File: src/mct_pkg.sv
`timescale 1ns / 1ps
// ----------------------------------------------------------------------------
// mct_pkg
// Types, tables and constants shared by the cell triangulator modules.
// ----------------------------------------------------------------------------
package mct_pkg;

  localparam int MAX_RES = 512;

  localparam int CORNER_W = 16;
  localparam int VOXEL_W  = 9;
  localparam int ISO_W    = 14;
  localparam int SIZE_W   = 24;
  localparam int COORD_W  = 33;
  localparam int CFG_W    = 24;
  localparam int CFG_IDX_W = 2;
  localparam int DIGITS_W = 60;
  localparam int NUM_W    = 17;
  localparam int PROD_W   = SIZE_W + NUM_W;

  // register indexes on the config port
  localparam logic [CFG_IDX_W-1:0] REG_ISO_LEVEL   = 2'd0;
  localparam logic [CFG_IDX_W-1:0] REG_CELL_SIZE_X = 2'd1;
  localparam logic [CFG_IDX_W-1:0] REG_CELL_SIZE_Y = 2'd2;
  localparam logic [CFG_IDX_W-1:0] REG_CELL_SIZE_Z = 2'd3;

  localparam logic [ISO_W-1:0]  ISO_RESET  = 14'd0;
  localparam logic [SIZE_W-1:0] SIZE_RESET = 24'd65536;

  // axis along which an edge runs
  localparam logic [1:0] AXIS_X = 2'd0;
  localparam logic [1:0] AXIS_Y = 2'd1;
  localparam logic [1:0] AXIS_Z = 2'd2;

  localparam logic [3:0] LAST_EDGE  = 4'd11;
  localparam logic [3:0] ROW_MARK   = 4'hF;

  typedef struct packed {
    logic signed [CORNER_W-1:0] corner_0;
    logic signed [CORNER_W-1:0] corner_1;
    logic signed [CORNER_W-1:0] corner_2;
    logic signed [CORNER_W-1:0] corner_3;
    logic signed [CORNER_W-1:0] corner_4;
    logic signed [CORNER_W-1:0] corner_5;
    logic signed [CORNER_W-1:0] corner_6;
    logic signed [CORNER_W-1:0] corner_7;
    logic [VOXEL_W-1:0]         voxel_x;
    logic [VOXEL_W-1:0]         voxel_y;
    logic [VOXEL_W-1:0]         voxel_z;
    logic                       all_observed;
  } cell_t;

  typedef struct packed {
    logic [COORD_W-1:0] vertex_x;
    logic [COORD_W-1:0] vertex_y;
    logic [COORD_W-1:0] vertex_z;
    logic               last_vertex;
  } vertex_t;

  // request handed from the front to the back
  typedef struct packed {
    logic [7:0][CORNER_W-1:0] corners;
    logic [COORD_W-1:0]       base_x;
    logic [COORD_W-1:0]       base_y;
    logic [COORD_W-1:0]       base_z;
    logic [DIGITS_W-1:0]      digits;
    logic [3:0]               len;
  } entry_t;

  // edge endpoints, lower corner first
  localparam logic [2:0] EDGE_LO [12] = '{3'd0, 3'd1, 3'd3, 3'd0, 3'd4, 3'd5,
                                           3'd7, 3'd4, 3'd0, 3'd1, 3'd2, 3'd3};
  localparam logic [2:0] EDGE_HI [12] = '{3'd1, 3'd2, 3'd2, 3'd3, 3'd5, 3'd6,
                                           3'd6, 3'd7, 3'd4, 3'd5, 3'd6, 3'd7};
  localparam logic [1:0] EDGE_AXIS [12] = '{AXIS_X, AXIS_Z, AXIS_X, AXIS_Z,
                                             AXIS_X, AXIS_Z, AXIS_X, AXIS_Z,
                                             AXIS_Y, AXIS_Y, AXIS_Y, AXIS_Y};

  function automatic logic corner_x(input logic [2:0] c);
    return c[0] ^ c[1];
  endfunction

  function automatic logic corner_y(input logic [2:0] c);
    return c[2];
  endfunction

  function automatic logic corner_z(input logic [2:0] c);
    return c[1];
  endfunction

  // triangle rows: marker nibble F, then edge digits, first edge highest
  localparam logic [63:0] TRI_ROM [256] = '{
    64'hF, 64'hF083, 64'hF019, 64'hF183981, 64'hF12a, 64'hF08312a, 64'hF92a029,
    64'hF2832a8a98, 64'hF3b2, 64'hF0b28b0, 64'hF19023b, 64'hF1b219b98b,
    64'hF3a1ba3, 64'hF0a108a8ba, 64'hF3903b9ba9, 64'hF98aa8b,
    64'hF478, 64'hF430734, 64'hF019847, 64'hF419471731, 64'hF12a847,
    64'hF34730412a, 64'hF92a902847, 64'hF2a9297273794, 64'hF8473b2,
    64'hFb47b24204, 64'hF90184723b, 64'hF47b94b9b2921, 64'hF3a13ba784,
    64'hF1ba14b1047b4, 64'hF47890b9bab03, 64'hF47b4b99ba,
    64'hF954, 64'hF954083, 64'hF054150, 64'hF854835315, 64'hF12a954,
    64'hF30812a495, 64'hF52a542402, 64'hF2a5325354348, 64'hF95423b,
    64'hF0b208b495, 64'hF05401523b, 64'hF21525828b485, 64'hFa3ba13954,
    64'hF4950818a18ba, 64'hF54050b5bab03, 64'hF54858aa8b,
    64'hF978579, 64'hF930953573, 64'hF078017157, 64'hF153357, 64'hF978957a12,
    64'hFa12950530573, 64'hF802825857a52, 64'hF2a5253357, 64'hF7957893b2,
    64'hF95797292027b, 64'hF23b018178157, 64'hFb21b17715, 64'hF958857a13a3b,
    64'hF5705097b010aba0, 64'hFba0b03a50807570, 64'hFba57b5,
    64'hFa65, 64'hF0835a6, 64'hF9015a6, 64'hF1831985a6, 64'hF165261,
    64'hF165126308, 64'hF965906026, 64'hF598582526328, 64'hF23ba65,
    64'hFb08b20a65, 64'hF01923b5a6, 64'hF5a61929b298b, 64'hF63b653513,
    64'hF08b0b50515b6, 64'hF3b6036065059, 64'hF65969bb98,
    64'hF5a6478, 64'hF43047365a, 64'hF1905a6847, 64'hFa65197173794,
    64'hF612651478, 64'hF125526304347, 64'hF847905065026,
    64'hF739794329596269, 64'hF3b2784a65, 64'hF5a647242027b,
    64'hF01947823b5a6, 64'hF9219b294b7b45a6, 64'hF8473b53515b6,
    64'hF51b5b610b7b404b, 64'hF059065036b63847, 64'hF65969b4797b9,
    64'hFa4964a, 64'hF4a649a083, 64'hFa01a60640, 64'hF83181686461a,
    64'hF149124264, 64'hF308129249264, 64'hF024426, 64'hF832824426,
    64'hFa49a64b23, 64'hF08228b49a4a6, 64'hF3b201606461a,
    64'hF64161a48121b8b1, 64'hF964936913b63, 64'hF8b1810b61914641,
    64'hF3b6360064, 64'hF648b68,
    64'hF7a678a89a, 64'hF0730a709a67a, 64'hFa671a7178180, 64'hFa67a71173,
    64'hF126168189867, 64'hF269291679093739, 64'hF780706602, 64'hF732672,
    64'hF23ba68a89867, 64'hF20727b09767a9a7, 64'hF1801781a767a23b,
    64'hFb21b17a61671, 64'hF896867916b63136, 64'hF091b67, 64'hF7807063b0b60,
    64'hF7b6,
    64'hF76b, 64'hF308b76, 64'hF019b76, 64'hF819831b76, 64'hFa1267b,
    64'hF12a3086b7, 64'hF2902a96b7, 64'hF6b72a3a83a98, 64'hF723627,
    64'hF708760620, 64'hF276237019, 64'hF162186198876, 64'hFa76a17137,
    64'hFa7617a187108, 64'hF03707a0a96a7, 64'hF76a7a88a9,
    64'hF684b86, 64'hF36b306046, 64'hF86b846901, 64'hF946963931b36,
    64'hF6846b82a1, 64'hF12a30b06b046, 64'hF4b846b0292a9,
    64'hFa93a32943b36463, 64'hF823842462, 64'hF042462, 64'hF190234246438,
    64'hF194142246, 64'hF8138618466a1, 64'hFa10a06604, 64'hF4634386a3039a93,
    64'hFa946a4,
    64'hF49576b, 64'hF083495b76, 64'hF50154076b, 64'hFb76834354315,
    64'hF954a1276b, 64'hF6b712a083495, 64'hF76b54a42a402,
    64'hF348354325a52b76, 64'hF723762549, 64'hF954086062687,
    64'hF362376150540, 64'hF628687218485158, 64'hF954a16176137,
    64'hF16a176107870954, 64'hF40a4a503a6a737a, 64'hF76a7a854a48a,
    64'hF6956b9b89, 64'hF36b063056095, 64'hF0b805b01556b, 64'hF6b3635531,
    64'hF12a95b9b8b56, 64'hF0b306b09656912a, 64'hFb85b56805a52025,
    64'hF6b36352a3a53, 64'hF589528562382, 64'hF956960062,
    64'hF158180568382628, 64'hF156216, 64'hF13616a386569896,
    64'hFa10a06950560, 64'hF03856a, 64'hFa56,
    64'hFb5a75b, 64'hFb5ab75830, 64'hF5b75ab190, 64'hFa75ab7981831,
    64'hFb12b71751, 64'hF08312717572b, 64'hF9759279022b7,
    64'hF75272b592328982, 64'hF25a235375, 64'hF820852875a25,
    64'hF9015a35373a2, 64'hF982921872a25752, 64'hF135375, 64'hF087071175,
    64'hF903935537, 64'hF987597,
    64'hF5845a8ab8, 64'hF5045b05abb30, 64'hF01984a8aba45,
    64'hFab4a45b34941314, 64'hF2512852b8458, 64'hF04b0b345b2b151b,
    64'hF0250592b5458b85, 64'hF9452b3, 64'hF25a352345384, 64'hF5a2524420,
    64'hF3a235a385458019, 64'hF5a2524192942, 64'hF845853351, 64'hF045105,
    64'hF845853905035, 64'hF945,
    64'hF4b749b9ab, 64'hF0834979b79ab, 64'hF1ab1b414074b,
    64'hF3143481a474bab4, 64'hF4b79b492b912, 64'hF9749b791b2b1083,
    64'hFb74b42240, 64'hFb74b42834324, 64'hF29a279237749,
    64'hF9a7974a27870207, 64'hF37a3a274a1a040a, 64'hF1a2874,
    64'hF491417713, 64'hF491417081871, 64'hF403743, 64'hF487,
    64'hF9a8ab8, 64'hF30939bb9a, 64'hF01a0a88ab, 64'hF31ab3a, 64'hF12b1b99b8,
    64'hF30939b1292b9, 64'hF02b80b, 64'hF32b, 64'hF23828aa89, 64'hF9a2092,
    64'hF23828a0181a8, 64'hF1a2, 64'hF138918, 64'hF091, 64'hF038, 64'hF
  };

endpackage

File: src/mct_fifo.sv
`timescale 1ns / 1ps
// ----------------------------------------------------------------------------
// mct_fifo
// Two-entry queue of cell requests between the front and the back.
// ----------------------------------------------------------------------------
module mct_fifo (
  input  logic            clk,
  input  logic            rst,
  input  logic            push,
  input  mct_pkg::entry_t push_data,
  input  logic            pop,
  output mct_pkg::entry_t pop_data,
  output logic            full,
  output logic            empty
);

  mct_pkg::entry_t mem [2];
  logic            wr_ptr;
  logic            rd_ptr;
  logic [1:0]      count;

  assign full     = (count == 2'd2);
  assign empty    = (count == 2'd0);
  assign pop_data = mem[rd_ptr];

  always_ff @(posedge clk) begin
    if (push) begin
      mem[wr_ptr] <= push_data;
    end
    if (rst) begin
      wr_ptr <= 1'b0;
      rd_ptr <= 1'b0;
      count  <= 2'd0;
    end else begin
      if (push) begin
        wr_ptr <= ~wr_ptr;
      end
      if (pop) begin
        rd_ptr <= ~rd_ptr;
      end
      if (push && !pop) begin
        count <= count + 2'd1;
      end else if (pop && !push) begin
        count <= count - 2'd1;
      end
    end
  end

endmodule

File: config.mk
export PLATFORM = sky130hd
export DESIGN_NAME = mct_fifo
export DESIGN_NICKNAME = d
export VERILOG_FILES = /design/src/mct_pkg.sv /design/src/mct_fifo.sv
export SDC_FILE = /design/constraint.sdc
export NUM_CORES = 1
export LEC_CHECK = 0
export CORE_MARGIN = 3
export CORE_UTILIZATION = 30
export CTS_CLUSTER_DIAMETER = 120
export DETAILED_ROUTE_END_ITERATION = 10
export DONT_BUFFER_PORTS = 1
export PLACE_DENSITY_LB_ADDON = 0.2
export SYNTH_ARGS = -nofsm -noshare
export SYNTH_HDL_FRONTEND = slang
export SYNTH_SLANG_ARGS = --single-unit
File: constraint.sdc
create_clock -name clk -period 19.4 [get_ports clk]
set_input_delay 0.97 -clock clk [delete_from_list [all_inputs] [get_ports clk]]
set_output_delay 0.97 -clock clk [all_outputs]
set_load 0.01 [all_outputs]
-- Word-level counts from Yosys, hierarchy flattened
Memories as Yosys holds them, arrays and structs flattened. A register that Yosys moved wholly into a read port is not among the register bits.
Index checks and enable logic that the tools add are counted.
- RAM bits: 582
- memories kept: 1
- input bits: 295
- logic and storage cells: 21
- register bits after elaboration: 4
- output and inout port bits: 293
- equal/unequal tests: 1
- bitwise logic cells: 2
- reduce and logical (&&, ||, !) cells: 6
- mux-type cells: 6
- $add $sub $neg: 2
- memory list (memory ; depth ; bits a word ; rd ports ; clocked after Yosys merged registers in ; write ports ; line ; text):
    mem ; 2 ; 291 ; 1 ; 1 ; 1 ; mct_fifo.sv:17 ; mct_pkg::entry_t mem [2];
- operator list (operator ; number):
    two-way mux 1 bit ; 4
    two-way mux 2 bit ; 2
    adder 2 x 1 -> 2 bit, second input constant ; 1
    equality test 2 bit, second input constant ; 1
    logical AND 1 bit ; 2
    logical NOT 1 bit ; 2
    logical NOT 2 bit ; 1
    NOT 1 bit ; 2
    nonzero test 2 bit ; 1
    subtractor 2 x 1 -> 2 bit, second input constant ; 1

-- Longest topological paths before layout
- depth after elaboration: 4
- gate-level depth with buffers: 5
- gate-level depth less buffers: 5

-- Worst setup path before layout
OpenSTA, ideal clock, no wires.
- kind: input-to-reg
- start point: in push
- end point: mem mem[0][0] (netlist name), enable pin
- path slack: 4936 ps
- setup time: 984 ps
- data arrival time: 13481 ps
- stages: 1
- cells stage by stage: nor2b_1
- word-level cells in the longest chain between the ends: 2
- ends and longest elaborated chain (what ; line ; text):
    start: declaration ; mct_fifo.sv:9 ; input logic push,
    two-way mux 1 bit ; mct_fifo.sv:27 ; if (push) begin
    two-way mux 1 bit (implied by the code) ; mct_fifo.sv:28 ; mem[wr_ptr] <= push_data;
    end: declaration ; mct_fifo.sv:17 ;
Every way passes these cells.

==> results.cfg <==
[global_routing]
busiest_layer = met2
met1_usage = 0.110
grt_pass1_vias = 9362
grt_max_degree = 145
met3_usage = 0.0727
grt_first_pass_wirelength_um = 65800
met2_usage = 0.213
grt_usage = 0.121
grt_overflow = 0
antenna_found_initial = 1

[worst_setup_path]
end_kind = output pin
cp_cell_sequence = buf_4 -> buf_4 -> mux2_2
critPathTopFamily = buffers and inverters
slowest_stage = buf_4
critPathArrivalTime_ns = 3.48
r2r-start = wr_ptr$_SDFFE_PP0P_
required_ns = 18.43
cpPeakStageDelay_ns = 0.88
worst_setup_path_start_kind = flop
rr_endpoint = mem[0][162]$_DFFE_PP_
cp_common_cell = buf_4
rrSetupSlack_ns = 16.14
path_class = reg2out
rr_worst_depth = 3
cp_max_fo = 72
cp_num_buf_inv = 2

[power_and_ir_drop]
comb_power_share = 0.073
seq_power_share = 0.520
power_switching_mw = 0.632
power.leakage_nw = 7.71
irDropWorstVdd_v = 0.0000719
power.internal_mw = 2.26
pwr-share-clk = 0.407
switching_share = 0.219
powerDensity_mw_per_mm2 = 119

[clocking]
cts_sinks = 587
hold_buffers = 0
htreeDepth = 3
tritoncts = done
clk_pin_slew_ns = 0.05
cts-root-buf = clkbuf_16
numCtsBuffers = 67
clockBufferDepth = 3
postCtsSetupRepairBufs = 0
clk_latency_ns = 0.58
cts_resized = 0

[run_status]
status = finished, final reports clean

[synthesis]
ys_types = 15
syn_avg_cell_area_sq_um = 23.1
synth_area_sq_mm = 0.0214
yosysSeqAreaShare = 0.822
ys.warnings.count = 0
ys_ff_latch = 587
syn_nets = 1223
syn_inst = 927

[final_layout]
utilization = 0.346
drive_gt1_frac = 0.382
nets = 1271
stdcell_count = 1966
area_growth_pct = 13.7

[floorplanning]
fp.coreArea_sq_mm = 0.0704
chipHeight_um = 273
pin_count = 588
die_area_sq_mm = 0.0745
rows = 97
die_w_um = 273
start_util = 0.304

[timing]
setup_ws_ns = 14.95
worst_pin_slew_ns = 0.996
rsz0062_at_grt = false
final.period_utilization = 0.229
final-setup-viol-count = 0
period_needed_ns = 4.45
finClkSkew_ns = 0.0243
finalSetupTns_ns = 0
slew_viol_final = 0
fmax_ghz = 0.225
timing.slew.headroom = 0.335
hold_viol = 0

[drt]
drt_first_pass_iters = 4
drc = 0
vias = 8734
wire_per_inst_um = 24.2
vias_per_cell = 4.44
drtIter0Drc = 465
ant_nets = 0
routed_wl_um = 47700

[place]
gp_congestion = 0.799
port_buffers = 0
preCtsSetupSlack_ns = 15.36
dp_hpwl_um = 32600
place_inst = 1846

[flow_run]
maxCapViolCount = 0

[worst_hold_path]
hp-start = rst
hp-class = in2reg
min_path_cells = 1
cells in the mapped netlist:
cell        n  share of area
edfxtp_1  582           0.82
mux2_2    291           0.15
clkbuf_8   29          0.019
dfxtp_1     5         0.0047
nor2_1      5        0.00088
buf_6       3         0.0016
nor2b_1     2        0.00058
xnor2_1     2        0.00082
xor2_1      2        0.00082
a21oi_1     1        0.00023
and2_1      1        0.00029
ha_1        1        0.00058
inv_1       1        0.00018
o21ai_0     1        0.00023
or3_1       1        0.00029
worst reg2reg max path, stage by stage, from the launching register on:
cell	delay, ns
dfxtp_1	0.35
nor2b_4	0.79
buf_4	0.83
buf_4	0.76
cell families (layout without fill, tap and decap cells):
| group | Yosys count | after routing | synth area share |
|---|---|---|---|
| xor+xnor | 4 | 4 | 0.00164 |
| flops | 587 | 587 | 0.822 |
| compound gates | 2 | 2 | 0.000467 |
| mux | 291 | 291 | 0.153 |
| other cells | 0 | 2 | 0 |
| buf+inv | 33 | 130 | 0.0204 |
| simple gates | 9 | 9 | 0.00205 |
| fa+ha+maj | 1 | 1 | 0.000585 |
flip-flops by register name, indices dropped and copies added, names as in the netlist, named ones only:
name,cells
rd_ptr,1
wr_ptr,1
count,2
mem,582
how the worst max path moves through the flow:
stage / from / slack (ns) / cells after the start / endpoint
after floorplan: push / 4.94 / 1 / mem[0][0]$_DFFE_PP_
after global placement: push / 15.33 / 3 / mem[0][165]$_DFFE_PP_
after detailed placement: push / 15.36 / 3 / mem[0][165]$_DFFE_PP_
after CTS: flop / 14.80 / 3 / pop_data[162]
after global routing: flop / 14.67 / 3 / pop_data[162]
final: flop / 14.95 / 3 / pop_data[62]
cell usage in the layout, fill, tap and decap left out:
cell,instances
clkbuf_16,68
nor2b_4,1
clkinv_2,5
buf_4,10
nor2b_1,1
dfxtp_1,4
dfxtp_4,1
a21oi_1,1
clkbuf_1,18
xor2_1,2
clkinv_4,1
mux2_2,291
clkinv_1,14
buf_12,1
xnor2_1,2
clkinvlp_4,1
ha_1,1
clkbuf_8,1
inv_6,2
or3_1,1
bufinv_16,4
diode_2,2
nor2_1,5
o21ai_0,1
edfxtp_1,582
and2_4,1
inv_8,1
inv_1,1
clkinv_8,3
cell type report:
cell class	instances	area [sq um]
flip-flops and latches	587	17600
clock buffers	87	1780
diodes	2	5.00
well taps	940	1180
inverters	1	3.75
multi-input cells	307	3390
fillers	6589	46100
clock inverters	31	292
repair buffers	11	95.1
power groups by stage:
stage                     combinational [mW]  clock (mW)  sequential (mW)
after floorplan                        0.178           0             1.55
after global placement                 0.218           0             1.53
after detailed placement               0.218           0             1.53
after CTS                              0.219        1.22             1.51
after global routing                   0.226        1.27             1.51
final                                  0.210        1.18             1.50
metrics by stage:
| step | hold slack (ns) | area, sq um | power [mW] |
|---|---|---|---|
| final | 0.449 | 24300 | 2.89 |
| after global routing | 0.397 | 24300 | 3.01 |
| after CTS | 0.386 | 24300 | 2.95 |
| after detailed placement | 0.492 | 22200 | 1.75 |
| after global placement | 0.476 | 22200 | 1.75 |
| after floorplan | 0.461 | 21400 | 1.73 |
layer usage:
| metal | vias to the layer above | routed length, um | share of wire |
|---|---|---|---|
| li1 | 3811 | - | - |
| met1 | 4408 | 14700 | 0.31 |
| met2 | 419 | 24900 | 0.52 |
| met3 | 96 | 6230 | 0.13 |
| met4 | 0 | 1760 | 0.037 |
| met5 | - | 0 | 0 |
(Power assumes the default switching activity.)
