--- config.mk ---
export PLATFORM = sky130hd
export DESIGN_NAME = mct_back
export DESIGN_NICKNAME = d
export VERILOG_FILES = /design/src/mct_pkg.sv /design/src/mct_back.sv
export SDC_FILE = /design/constraint.sdc
export NUM_CORES = 2
export LEC_CHECK = 0
export BUFFER_PORTS_ARGS = -buffer_cell sky130_fd_sc_hd__buf_2
export CAP_MARGIN = 15
export CORE_UTILIZATION = 55
export CTS_CLUSTER_DIAMETER = 80
export DETAILED_ROUTE_END_ITERATION = 12
export PLACE_DENSITY = 0.73
export SLEW_MARGIN = 15
export SYNTH_ARGS = -nofsm -noshare
export SYNTH_HDL_FRONTEND = slang
export SYNTH_SLANG_ARGS = --single-unit
--- constraint.sdc ---
create_clock -name clk -period 14.6 [get_ports clk]
set_input_delay 0.73 -clock clk [delete_from_list [all_inputs] [get_ports clk]]
set_output_delay 0.73 -clock clk [all_outputs]
set_load 0.05 [all_outputs]
--- src/mct_pkg.sv ---
`timescale 1ns / 1ps
// ----------------------------------------------------------------------------
// mct_pkg
// Types, tables and constants shared by the cell triangulator modules.
// ----------------------------------------------------------------------------
package mct_pkg;

  localparam int MAX_RES = 512;

  localparam int CORNER_W = 16;
  localparam int VOXEL_W  = 9;
  localparam int ISO_W    = 14;
  localparam int SIZE_W   = 24;
  localparam int COORD_W  = 33;
  localparam int CFG_W    = 24;
  localparam int CFG_IDX_W = 2;
  localparam int DIGITS_W = 60;
  localparam int NUM_W    = 17;
  localparam int PROD_W   = SIZE_W + NUM_W;

  // register indexes on the config port
  localparam logic [CFG_IDX_W-1:0] REG_ISO_LEVEL   = 2'd0;
  localparam logic [CFG_IDX_W-1:0] REG_CELL_SIZE_X = 2'd1;
  localparam logic [CFG_IDX_W-1:0] REG_CELL_SIZE_Y = 2'd2;
  localparam logic [CFG_IDX_W-1:0] REG_CELL_SIZE_Z = 2'd3;

  localparam logic [ISO_W-1:0]  ISO_RESET  = 14'd0;
  localparam logic [SIZE_W-1:0] SIZE_RESET = 24'd65536;

  // axis along which an edge runs
  localparam logic [1:0] AXIS_X = 2'd0;
  localparam logic [1:0] AXIS_Y = 2'd1;
  localparam logic [1:0] AXIS_Z = 2'd2;

  localparam logic [3:0] LAST_EDGE  = 4'd11;
  localparam logic [3:0] ROW_MARK   = 4'hF;

  typedef struct packed {
    logic signed [CORNER_W-1:0] corner_0;
    logic signed [CORNER_W-1:0] corner_1;
    logic signed [CORNER_W-1:0] corner_2;
    logic signed [CORNER_W-1:0] corner_3;
    logic signed [CORNER_W-1:0] corner_4;
    logic signed [CORNER_W-1:0] corner_5;
    logic signed [CORNER_W-1:0] corner_6;
    logic signed [CORNER_W-1:0] corner_7;
    logic [VOXEL_W-1:0]         voxel_x;
    logic [VOXEL_W-1:0]         voxel_y;
    logic [VOXEL_W-1:0]         voxel_z;
    logic                       all_observed;
  } cell_t;

  typedef struct packed {
    logic [COORD_W-1:0] vertex_x;
    logic [COORD_W-1:0] vertex_y;
    logic [COORD_W-1:0] vertex_z;
    logic               last_vertex;
  } vertex_t;

  // request handed from the front to the back
  typedef struct packed {
    logic [7:0][CORNER_W-1:0] corners;
    logic [COORD_W-1:0]       base_x;
    logic [COORD_W-1:0]       base_y;
    logic [COORD_W-1:0]       base_z;
    logic [DIGITS_W-1:0]      digits;
    logic [3:0]               len;
  } entry_t;

  // edge endpoints, lower corner first
  localparam logic [2:0] EDGE_LO [12] = '{3'd0, 3'd1, 3'd3, 3'd0, 3'd4, 3'd5,
                                           3'd7, 3'd4, 3'd0, 3'd1, 3'd2, 3'd3};
  localparam logic [2:0] EDGE_HI [12] = '{3'd1, 3'd2, 3'd2, 3'd3, 3'd5, 3'd6,
                                           3'd6, 3'd7, 3'd4, 3'd5, 3'd6, 3'd7};
  localparam logic [1:0] EDGE_AXIS [12] = '{AXIS_X, AXIS_Z, AXIS_X, AXIS_Z,
                                             AXIS_X, AXIS_Z, AXIS_X, AXIS_Z,
                                             AXIS_Y, AXIS_Y, AXIS_Y, AXIS_Y};

  function automatic logic corner_x(input logic [2:0] c);
    return c[0] ^ c[1];
  endfunction

  function automatic logic corner_y(input logic [2:0] c);
    return c[2];
  endfunction

  function automatic logic corner_z(input logic [2:0] c);
    return c[1];
  endfunction

  // triangle rows: marker nibble F, then edge digits, first edge highest
  localparam logic [63:0] TRI_ROM [256] = '{
    64'hF, 64'hF083, 64'hF019, 64'hF183981, 64'hF12a, 64'hF08312a, 64'hF92a029,
    64'hF2832a8a98, 64'hF3b2, 64'hF0b28b0, 64'hF19023b, 64'hF1b219b98b,
    64'hF3a1ba3, 64'hF0a108a8ba, 64'hF3903b9ba9, 64'hF98aa8b,
    64'hF478, 64'hF430734, 64'hF019847, 64'hF419471731, 64'hF12a847,
    64'hF34730412a, 64'hF92a902847, 64'hF2a9297273794, 64'hF8473b2,
    64'hFb47b24204, 64'hF90184723b, 64'hF47b94b9b2921, 64'hF3a13ba784,
    64'hF1ba14b1047b4, 64'hF47890b9bab03, 64'hF47b4b99ba,
    64'hF954, 64'hF954083, 64'hF054150, 64'hF854835315, 64'hF12a954,
    64'hF30812a495, 64'hF52a542402, 64'hF2a5325354348, 64'hF95423b,
    64'hF0b208b495, 64'hF05401523b, 64'hF21525828b485, 64'hFa3ba13954,
    64'hF4950818a18ba, 64'hF54050b5bab03, 64'hF54858aa8b,
    64'hF978579, 64'hF930953573, 64'hF078017157, 64'hF153357, 64'hF978957a12,
    64'hFa12950530573, 64'hF802825857a52, 64'hF2a5253357, 64'hF7957893b2,
    64'hF95797292027b, 64'hF23b018178157, 64'hFb21b17715, 64'hF958857a13a3b,
    64'hF5705097b010aba0, 64'hFba0b03a50807570, 64'hFba57b5,
    64'hFa65, 64'hF0835a6, 64'hF9015a6, 64'hF1831985a6, 64'hF165261,
    64'hF165126308, 64'hF965906026, 64'hF598582526328, 64'hF23ba65,
    64'hFb08b20a65, 64'hF01923b5a6, 64'hF5a61929b298b, 64'hF63b653513,
    64'hF08b0b50515b6, 64'hF3b6036065059, 64'hF65969bb98,
    64'hF5a6478, 64'hF43047365a, 64'hF1905a6847, 64'hFa65197173794,
    64'hF612651478, 64'hF125526304347, 64'hF847905065026,
    64'hF739794329596269, 64'hF3b2784a65, 64'hF5a647242027b,
    64'hF01947823b5a6, 64'hF9219b294b7b45a6, 64'hF8473b53515b6,
    64'hF51b5b610b7b404b, 64'hF059065036b63847, 64'hF65969b4797b9,
    64'hFa4964a, 64'hF4a649a083, 64'hFa01a60640, 64'hF83181686461a,
    64'hF149124264, 64'hF308129249264, 64'hF024426, 64'hF832824426,
    64'hFa49a64b23, 64'hF08228b49a4a6, 64'hF3b201606461a,
    64'hF64161a48121b8b1, 64'hF964936913b63, 64'hF8b1810b61914641,
    64'hF3b6360064, 64'hF648b68,
    64'hF7a678a89a, 64'hF0730a709a67a, 64'hFa671a7178180, 64'hFa67a71173,
    64'hF126168189867, 64'hF269291679093739, 64'hF780706602, 64'hF732672,
    64'hF23ba68a89867, 64'hF20727b09767a9a7, 64'hF1801781a767a23b,
    64'hFb21b17a61671, 64'hF896867916b63136, 64'hF091b67, 64'hF7807063b0b60,
    64'hF7b6,
    64'hF76b, 64'hF308b76, 64'hF019b76, 64'hF819831b76, 64'hFa1267b,
    64'hF12a3086b7, 64'hF2902a96b7, 64'hF6b72a3a83a98, 64'hF723627,
    64'hF708760620, 64'hF276237019, 64'hF162186198876, 64'hFa76a17137,
    64'hFa7617a187108, 64'hF03707a0a96a7, 64'hF76a7a88a9,
    64'hF684b86, 64'hF36b306046, 64'hF86b846901, 64'hF946963931b36,
    64'hF6846b82a1, 64'hF12a30b06b046, 64'hF4b846b0292a9,
    64'hFa93a32943b36463, 64'hF823842462, 64'hF042462, 64'hF190234246438,
    64'hF194142246, 64'hF8138618466a1, 64'hFa10a06604, 64'hF4634386a3039a93,
    64'hFa946a4,
    64'hF49576b, 64'hF083495b76, 64'hF50154076b, 64'hFb76834354315,
    64'hF954a1276b, 64'hF6b712a083495, 64'hF76b54a42a402,
    64'hF348354325a52b76, 64'hF723762549, 64'hF954086062687,
    64'hF362376150540, 64'hF628687218485158, 64'hF954a16176137,
    64'hF16a176107870954, 64'hF40a4a503a6a737a, 64'hF76a7a854a48a,
    64'hF6956b9b89, 64'hF36b063056095, 64'hF0b805b01556b, 64'hF6b3635531,
    64'hF12a95b9b8b56, 64'hF0b306b09656912a, 64'hFb85b56805a52025,
    64'hF6b36352a3a53, 64'hF589528562382, 64'hF956960062,
    64'hF158180568382628, 64'hF156216, 64'hF13616a386569896,
    64'hFa10a06950560, 64'hF03856a, 64'hFa56,
    64'hFb5a75b, 64'hFb5ab75830, 64'hF5b75ab190, 64'hFa75ab7981831,
    64'hFb12b71751, 64'hF08312717572b, 64'hF9759279022b7,
    64'hF75272b592328982, 64'hF25a235375, 64'hF820852875a25,
    64'hF9015a35373a2, 64'hF982921872a25752, 64'hF135375, 64'hF087071175,
    64'hF903935537, 64'hF987597,
    64'hF5845a8ab8, 64'hF5045b05abb30, 64'hF01984a8aba45,
    64'hFab4a45b34941314, 64'hF2512852b8458, 64'hF04b0b345b2b151b,
    64'hF0250592b5458b85, 64'hF9452b3, 64'hF25a352345384, 64'hF5a2524420,
    64'hF3a235a385458019, 64'hF5a2524192942, 64'hF845853351, 64'hF045105,
    64'hF845853905035, 64'hF945,
    64'hF4b749b9ab, 64'hF0834979b79ab, 64'hF1ab1b414074b,
    64'hF3143481a474bab4, 64'hF4b79b492b912, 64'hF9749b791b2b1083,
    64'hFb74b42240, 64'hFb74b42834324, 64'hF29a279237749,
    64'hF9a7974a27870207, 64'hF37a3a274a1a040a, 64'hF1a2874,
    64'hF491417713, 64'hF491417081871, 64'hF403743, 64'hF487,
    64'hF9a8ab8, 64'hF30939bb9a, 64'hF01a0a88ab, 64'hF31ab3a, 64'hF12b1b99b8,
    64'hF30939b1292b9, 64'hF02b80b, 64'hF32b, 64'hF23828aa89, 64'hF9a2092,
    64'hF23828a0181a8, 64'hF1a2, 64'hF138918, 64'hF091, 64'hF038, 64'hF
  };

endpackage

--- src/mct_back.sv ---
`timescale 1ns / 1ps
// ----------------------------------------------------------------------------
// mct_back
// Walks the edge digits of a queued cell, interpolates each crossing with a
// one-bit-per-cycle divider and emits the vertices.
// ----------------------------------------------------------------------------
module mct_back (
  input  logic                       clk,
  input  logic                       rst,
  input  logic [mct_pkg::ISO_W-1:0]  iso_level,
  input  logic [mct_pkg::SIZE_W-1:0] cell_size_x,
  input  logic [mct_pkg::SIZE_W-1:0] cell_size_y,
  input  logic [mct_pkg::SIZE_W-1:0] cell_size_z,
  input  logic                       empty,
  input  mct_pkg::entry_t            pop_data,
  output logic                       pop,
  output logic                       vertex_valid,
  output mct_pkg::vertex_t           vertex
);

  typedef enum logic [4:0] {
    ST_IDLE  = 5'b00001,
    ST_SETUP = 5'b00010,
    ST_MUL   = 5'b00100,
    ST_DIV   = 5'b01000,
    ST_EMIT  = 5'b10000
  } state_t;

  state_t state;
  state_t state_next;

  mct_pkg::entry_t             cur;
  logic [mct_pkg::DIGITS_W-1:0] dig;
  logic [3:0]                  cnt;
  logic [4:0]                  dcnt;

  logic [mct_pkg::NUM_W-1:0]   num_r;
  logic [mct_pkg::NUM_W-1:0]   den_r;
  logic [mct_pkg::SIZE_W-1:0]  size_r;
  logic [1:0]                  axis_r;
  logic [2:0]                  lo_r;
  logic                        zero_r;
  logic [mct_pkg::NUM_W-1:0]   rem;
  logic [mct_pkg::SIZE_W-1:0]  pr;

  // setup path
  logic [3:0]                  edge_code;
  logic [3:0]                  edge_idx;
  logic [2:0]                  lo;
  logic [2:0]                  hi;
  logic [1:0]                  axis;
  logic signed [17:0]          num_s;
  logic signed [17:0]          den_s;
  logic signed [17:0]          num_a;
  logic signed [17:0]          den_a;
  logic [mct_pkg::NUM_W-1:0]   num_c;
  logic [mct_pkg::PROD_W-1:0]  prod;
  logic [mct_pkg::NUM_W:0]     trial;
  logic                        ge;
  logic [mct_pkg::SIZE_W-1:0]  q;
  logic [mct_pkg::COORD_W-1:0] vx;
  logic [mct_pkg::COORD_W-1:0] vy;
  logic [mct_pkg::COORD_W-1:0] vz;

  assign edge_code = dig[mct_pkg::DIGITS_W-1 -: 4];
  assign edge_idx  = (edge_code > mct_pkg::LAST_EDGE) ? 4'd0 : edge_code;
  assign lo        = mct_pkg::EDGE_LO[edge_idx];
  assign hi        = mct_pkg::EDGE_HI[edge_idx];
  assign axis      = mct_pkg::EDGE_AXIS[edge_idx];

  always_comb begin
    num_s = $signed({4'b0000, iso_level}) -
            $signed({{2{cur.corners[lo][15]}}, cur.corners[lo]});
    den_s = $signed({{2{cur.corners[hi][15]}}, cur.corners[hi]}) -
            $signed({{2{cur.corners[lo][15]}}, cur.corners[lo]});
    num_a = den_s[17] ? -num_s : num_s;
    den_a = den_s[17] ? -den_s : den_s;
    if (num_a[17]) begin
      num_c = '0;
    end else if (num_a > den_a) begin
      num_c = den_a[mct_pkg::NUM_W-1:0];
    end else begin
      num_c = num_a[mct_pkg::NUM_W-1:0];
    end
  end

  assign prod  = mct_pkg::PROD_W'(size_r) * mct_pkg::PROD_W'(num_r);
  assign trial = {rem, pr[mct_pkg::SIZE_W-1]};
  assign ge    = (trial >= {1'b0, den_r});
  assign q     = zero_r ? '0 : pr;

  always_comb begin
    vx = cur.base_x + (mct_pkg::corner_x(lo_r) ?
                       mct_pkg::COORD_W'(cell_size_x) : '0);
    vy = cur.base_y + (mct_pkg::corner_y(lo_r) ?
                       mct_pkg::COORD_W'(cell_size_y) : '0);
    vz = cur.base_z + (mct_pkg::corner_z(lo_r) ?
                       mct_pkg::COORD_W'(cell_size_z) : '0);
    unique case (axis_r)
      mct_pkg::AXIS_X: vx = vx + mct_pkg::COORD_W'(q);
      mct_pkg::AXIS_Y: vy = vy + mct_pkg::COORD_W'(q);
      default:         vz = vz + mct_pkg::COORD_W'(q);
    endcase
  end

  assign pop = (state == ST_IDLE) && !empty;

  always_comb begin
    state_next = state;
    unique case (state)
      ST_IDLE:  if (!empty) state_next = ST_SETUP;
      ST_SETUP: state_next = ST_MUL;
      ST_MUL:   state_next = ST_DIV;
      ST_DIV:   if (dcnt == 5'd0) state_next = ST_EMIT;
      ST_EMIT:  state_next = (cnt == 4'd1) ? ST_IDLE : ST_SETUP;
      default:  state_next = ST_IDLE;
    endcase
  end

  always_ff @(posedge clk) begin
    if (rst) begin
      state        <= ST_IDLE;
      vertex_valid <= 1'b0;
    end else begin
      state        <= state_next;
      vertex_valid <= (state == ST_EMIT);
    end

    unique case (state)
      ST_IDLE: begin
        if (!empty) begin
          cur <= pop_data;
          dig <= pop_data.digits << {4'd15 - pop_data.len, 2'b00};
          cnt <= pop_data.len;
        end
      end
      ST_SETUP: begin
        num_r  <= num_c;
        den_r  <= den_a[mct_pkg::NUM_W-1:0];
        zero_r <= (den_a == 18'sd0);
        axis_r <= axis;
        lo_r   <= lo;
        unique case (axis)
          mct_pkg::AXIS_X: size_r <= cell_size_x;
          mct_pkg::AXIS_Y: size_r <= cell_size_y;
          default:         size_r <= cell_size_z;
        endcase
        dig <= dig << 4;
      end
      ST_MUL: begin
        // quotient fits in SIZE_W bits, so the top part is below den
        rem  <= prod[mct_pkg::PROD_W-1 -: mct_pkg::NUM_W];
        pr   <= prod[mct_pkg::SIZE_W-1:0];
        dcnt <= 5'(mct_pkg::SIZE_W - 1);
      end
      ST_DIV: begin
        rem  <= ge ? mct_pkg::NUM_W'(trial - {1'b0, den_r})
                   : trial[mct_pkg::NUM_W-1:0];
        pr   <= {pr[mct_pkg::SIZE_W-2:0], ge};
        dcnt <= dcnt - 5'd1;
      end
      ST_EMIT: begin
        vertex.vertex_x    <= vx;
        vertex.vertex_y    <= vy;
        vertex.vertex_z    <= vz;
        vertex.last_vertex <= (cnt == 4'd1);
        cnt                <= cnt - 4'd1;
      end
      default: begin
      end
    endcase
  end

endmodule

; ---- After elaboration in Yosys (flattened, before gate mapping)
; Memories as Yosys holds them, arrays and structs flattened.
; Cells that the tools add are included.
[word_totals]
ff_bits = 507
mem_bits_ro = 128
input_bits = 380
output_inout_bits = 102
word_cells = 114
memories = 3
[mem_list]
columns = name, words, width, rd, rd_clocked_by_memory_dff, write_ports, line
row1 = (no name shown), 16, 3, 1, 0, 0, mct_back.sv:68  ; assign hi = mct_pkg::EDGE_HI[edge_idx];
row2 = (no name shown), 16, 3, 1, 0, 0, mct_back.sv:67  ; assign lo = mct_pkg::EDGE_LO[edge_idx];
row3 = (no name shown), 16, 2, 1, 0, 0, mct_back.sv:69  ; assign axis = mct_pkg::EDGE_AXIS[edge_idx];
[classes]
add_sub_neg = 14
n_mul = 1
magnitude_cmp = 6
eq_ne = 10
n_shift = 1
n_mux = 34
bitwise = 3
reduce_logical = 14
[op_table]
columns = op, count
row1 = $add 33x24->33, 6
row2 = $pmux 60 s2, 1
row3 = $mux 33, 3
row4 = $bmux 16 s3, 2
row5 = $mux 24, 4
row6 = $pmux 24 s2, 2
row7 = $mux 60, 1
row8 = $shl 60x6->60, 1
row9 = $mul 24x17->41, 1
row10 = $mux 18, 2
row11 = $neg 17->18, 2
row12 = $mux 17, 2
row13 = $pmux 17 s2, 1
row14 = $mux 16, 2
row15 = $pmux 5 s5, 1
row16 = $ge 18x17->1, 1
row17 = $gt 18x18->1, 1
row18 = $logic_not 18->1, 1
row19 = $sub 15x16->17, 1
row20 = $sub 16x16->17, 1
row21 = $sub 17x17->17, 1
row22 = $mux 3, 4
row23 = $mux 5, 2
row24 = $pmux 5 s2, 1
row25 = other kinds (27), 39

; ---- Depth between registers and ports, before layout
[depth]
ltp_word = 13
ltp_mapped = 38
depth_no_buf = 34

; ---- Worst setup path before layout
; No wires, ideal clock.
[synth_path]
path_kind = register -> register
from = register state[2]
to = register cur[100] (netlist name), enable pin
setup_time_ns = 0.848
arrival_ns = 10.968
required_time_ns = 13.752
slack_ns = 2.784
stages_incl_launch_ff = 5
path_buffers = 0
synth_period_minus_slack_ns = 11.816
path_cell_list = dfxtp_1 > nor2_1 > nand3b_1 > or2_2 > nor2_1
[synth_via]
elab_chain_len = 2
[synth_lines]
columns = item, line
row1 = "start, declared", mct_back.sv:29  ; state_t state;
row2 = "start signal, assigned", mct_back.sv:125  ; state <= state_next;
row3 = $eq 5x1->1, mct_back.sv:129  ; unique case (state)
row4 = $reduce_and 2->1 (no line), -
row5 = "end signal, assigned", mct_back.sv:132  ; cur <= pop_data;
row6 = "end, declared", mct_back.sv:32  ; mct_pkg::entry_t cur;
; No other way between the ends.
; A chain may end at the register's enable or synchronous reset.

; ---- Worst setup path in the final report
[layout_path]
from = register dig[59] (netlist name)
to = register num_r[15] (netlist name), data pin
[layout_via]
elab_chain_len = 13
word_cells_on_any_way = 21
classes_between = add/sub: 4 / order compare: 2 / mux: 12 / bitwise: 1 / memory: 2
[layout_lines]
columns = item, line
row1 = "start, declared", mct_back.sv:33  ; logic [mct_pkg::DIGITS_W-1:0] dig;
row2 = "start signal, assigned", mct_back.sv:133  ; dig <= pop_data.digits << {4'd15 - pop_data.len, 2'b00};
row3 = "start signal, assigned", mct_back.sv:148  ; dig <= dig << 4;
row4 = $gt 4x4->1, mct_back.sv:66  ; assign edge_idx = (edge_code > mct_pkg::LAST_EDGE) ? 4'd0 : edge_code;
row5 = $mux 4 *, mct_back.sv:66
row6 = $not 4->5 (not written as such) *, "mct_back.sv:67, mct_back.sv:68"
row7 = "$mem_v2 16x3, on equally long branches", -
row8 = "$mux 3, on equally long branches (2 in series)", "mct_back.sv:67, mct_back.sv:68"
row9 = "$bmux 16 s3, on equally long branches", "mct_back.sv:73, mct_back.sv:75, mct_back.sv:74"
row10 = "$mux 16, on equally long branches", "mct_back.sv:73, mct_back.sv:75, mct_back.sv:74"
row11 = $sub 15x16->17 or $sub 16x16->17 (tied branches), "mct_back.sv:72, mct_back.sv:74"
row12 = "$neg 17->18, on equally long branches", "mct_back.sv:76, mct_back.sv:77"
row13 = "$mux 18, on equally long branches", "mct_back.sv:76, mct_back.sv:77"
row14 = $gt 18x18->1, mct_back.sv:80  ; end else if (num_a > den_a) begin
row15 = $mux 17, mct_back.sv:80
row16 = "end signal, assigned", mct_back.sv:138  ; num_r <= num_c;
row17 = "end, declared", mct_back.sv:37  ; logic [mct_pkg::NUM_W-1:0] num_r;
; Mark *: on every way between the ends. The rest lies on a longest branch, timed or not. The select of a mux whose other input is x is not followed.

==> out/metrics.csv <==
metric,value,unit
flop2flop setup slack,5750,ps
Slew @ Worst Pin,1130,ps
"EDFF count, synth",501,
WL final,129000,um
CP max stage cell,or3_1,
fmax,113,MHz
RePlAce Congestion,0.960,
synthesis-stage register bit count,507,
mux contribution to synthesized area,7.04,%
post-cts repair resize count,0,
Layout Skew,17.9,ps
Top-Level Pins,482,
TritonRoute pass-1 iters,5,
synth top area cells,"edfxtp_1 (32%), fa_1 (14%), ha_1 (8.9%)",
Synth warnings,0,
WL met3,8900,um
vias post-DR,36762,
Post-CTS Hold Buffers,0,
vias per inst,5.83,
Met2 Wirelength,63200,um
Worst EP arrival,9240,ps
vias in the first global route,36617,
r2r worst-path depth,29,
Bufs and invs on worst path,2,
setup TNS,0,ps
port bufs,481,
initial core utilization,55.9,%
fin crit share,60.6,%
"CP delay by family, top",simple AND/OR/NAND/NOR gates,
Antenna Nets Post-Route,0,
largest net degree at the start of global routing,82,
sequential area share after synthesis,32.3,%
die area,86700,sq um
synth unique cells,100,
Rows,106,
Critical Path Most Common Cell,ha_1,
Max-Cap Viols,0,
routed len/inst,20.5,um
Post-CTS Setup Repair Bufs,0,
clock transition at the registers of the reported paths,60,ps
cells after synthesis,4714,
xor and xnor fraction of the mapped netlist area,4.97,%
Clock Path Buffers,3,
syn avg cell area,9.97,sq um
antenna violations before repair,22,
area share of and/or/nand/nor cells after synthesis,14.5,%
Post-Syn Area,47000,sq um
clk_lat worst skew,640,ps
core box area,84100,sq um
first-pass GRT wire length,202000,um
grt ovf,0,
top-count cell post-synth,nand2_1,
Async SR Flop Fraction,0,%
slew margin rel.,24.8,%
Area growth syn-to-layout,11.6,%
Hold Path Class,in -> reg,
Final nets,6156,
endpoint class of the critical path,flop,
Cells on Worst Hold Path,1,
CTS sink cnt,507,
Placed Instances,6183,
Hold WS,254,ps
Post-DP HPWL,102000,um
TritonCTS clock tree,done,
RSZ-0062 raised after global routing,false,
die span in y,294,um
CP Launch Type,flop,
Worst Hold Path EP,cur[203],
commonest cells in the netlist,"nand2_1 (596), inv_1 (514), edfxtp_1 (501), fa_1 (337), ha_1 (333)",
Final Slew Violations,0,
R2R Path Start,dig[59],
Worst Setup Path Type,reg -> reg,
main combinational cell family by area after synthesis,adder cells,
DRC,0,
Worst Path Max Fanout,26,
final std cells w/o fill,6302,
crit-path max cell delay,700,ps
min cycle time layout,8850,ps
Setup-failing EPs final,0,
"Net Count, Synth",5764,
root buf cell,clkbuf_16,
compound-gate portion of the synthesized area,12.3,%
TritonCTS buffer count,55,
final hold vios,0,
die width,294,um
top layer in use,met5,
H-tree depth,2,
Worst EP required,14990,ps
Synth top area share,32.0,%
status,completed,
"Top FF cell, synth",edfxtp_1,
min-delay src,pop_data[203],
share of cells above drive strength 1,16.1,%
Worst R2R End,num_r[15],
leading area contributor after synthesis,edfxtp_1,
First DRT Iteration DRCs,2678,
Global Route Usage Sum,30.1,%
Adder-Cell Fraction of Synth Area,23.2,%
met1 wire length,50900,um
## per-stage QoR
stage               utilization, %  setup WS, ps  instance area, sq um
global placement              60.1          5970                 50500
global route                  62.4          5040                 52500
finish                        62.4          5750                 52500
CTS                           62.4          5800                 52400
detailed placement            60.1          5830                 50500
floorplan                        -          2780                 47000
## routing by layer
| layer | vias up | GRT usage (%) |
|---|---|---|
| met2 | 1430 | 51.5 |
| met4 | 8 | 13.5 |
| li1 | 17140 | - |
| met5 | - | 0 |
| met1 | 17863 | 38.2 |
| met3 | 321 | 3.88 |
## cells by family (layout without fill, tap and decap cells)
kind of cell | after synthesis | in the layout
adder cells (fa/ha/maj) | 671 | 671
buffers and inverters | 709 | 1148
flip-flops | 507 | 507
XOR/XNOR | 265 | 265
AND/OR/NAND/NOR | 1435 | 1435
multiplexers | 235 | 235
AO/OA/AOI/OAI | 891 | 891
other | 1 | 16
## state kept, by name (all words and copies together) (netlist names)
signal        cells
den_r            17
cur             227
lo_r              3
vertex          100
cnt               4
axis_r            2
pr               24
zero_r            1
vertex_valid      1
dig              60
state             5
size_r           24
rem              17
num_r            17
dcnt              5
## worst max path at each step
stage	from	to	slack, ps	cells past startpoint
global route	dig[59]	num_r[5]	5040	30
floorplan	state[2]	cur[100]	2780	4
finish	dig[59]	num_r[15]	5750	29
CTS	dig[59]	num_r[15]	5800	29
global placement	dig[59]	num_r[15]	5970	32
detailed placement	dig[59]	num_r[15]	5830	29
## cells in the final DEF, fill, tap and decap left out, types with 55 or more instances in the layout
master     netlist  routed
nand2_1        596     595
inv_1          514     513
edfxtp_1       501     501
buf_2            1     481
fa_1           337     337
ha_1           333     333
nor2_1         249     248
o21ai_0        238     237
a21oi_1        236     236
and2_1         205     205
xnor2_1        173     172
a21o_1         112     112
xor2_1          91      90
mux2_2          84      84
mux2i_1         83      83
nand3_1         77      77
mux4_2          68      68
nor2b_1         64      63
nor3_1          56      56
clkbuf_16        0      55
## final cells by class
class                           count  area [sq um]
Fill cell                        7012         31600
Multi-Input combinational cell   3498         29200
Sequential cell                   507         15200
Timing Repair Buffer              525          2740
Inverter                          519          1950
Clock buffer                       67          1420
Tap cell                         1134          1420
Clock inverter                     37           504
Antenna cell                       15          37.5
Power is not shown: default switching activity piles up to over one toggle a cycle in this logic, so the estimate is an artifact.
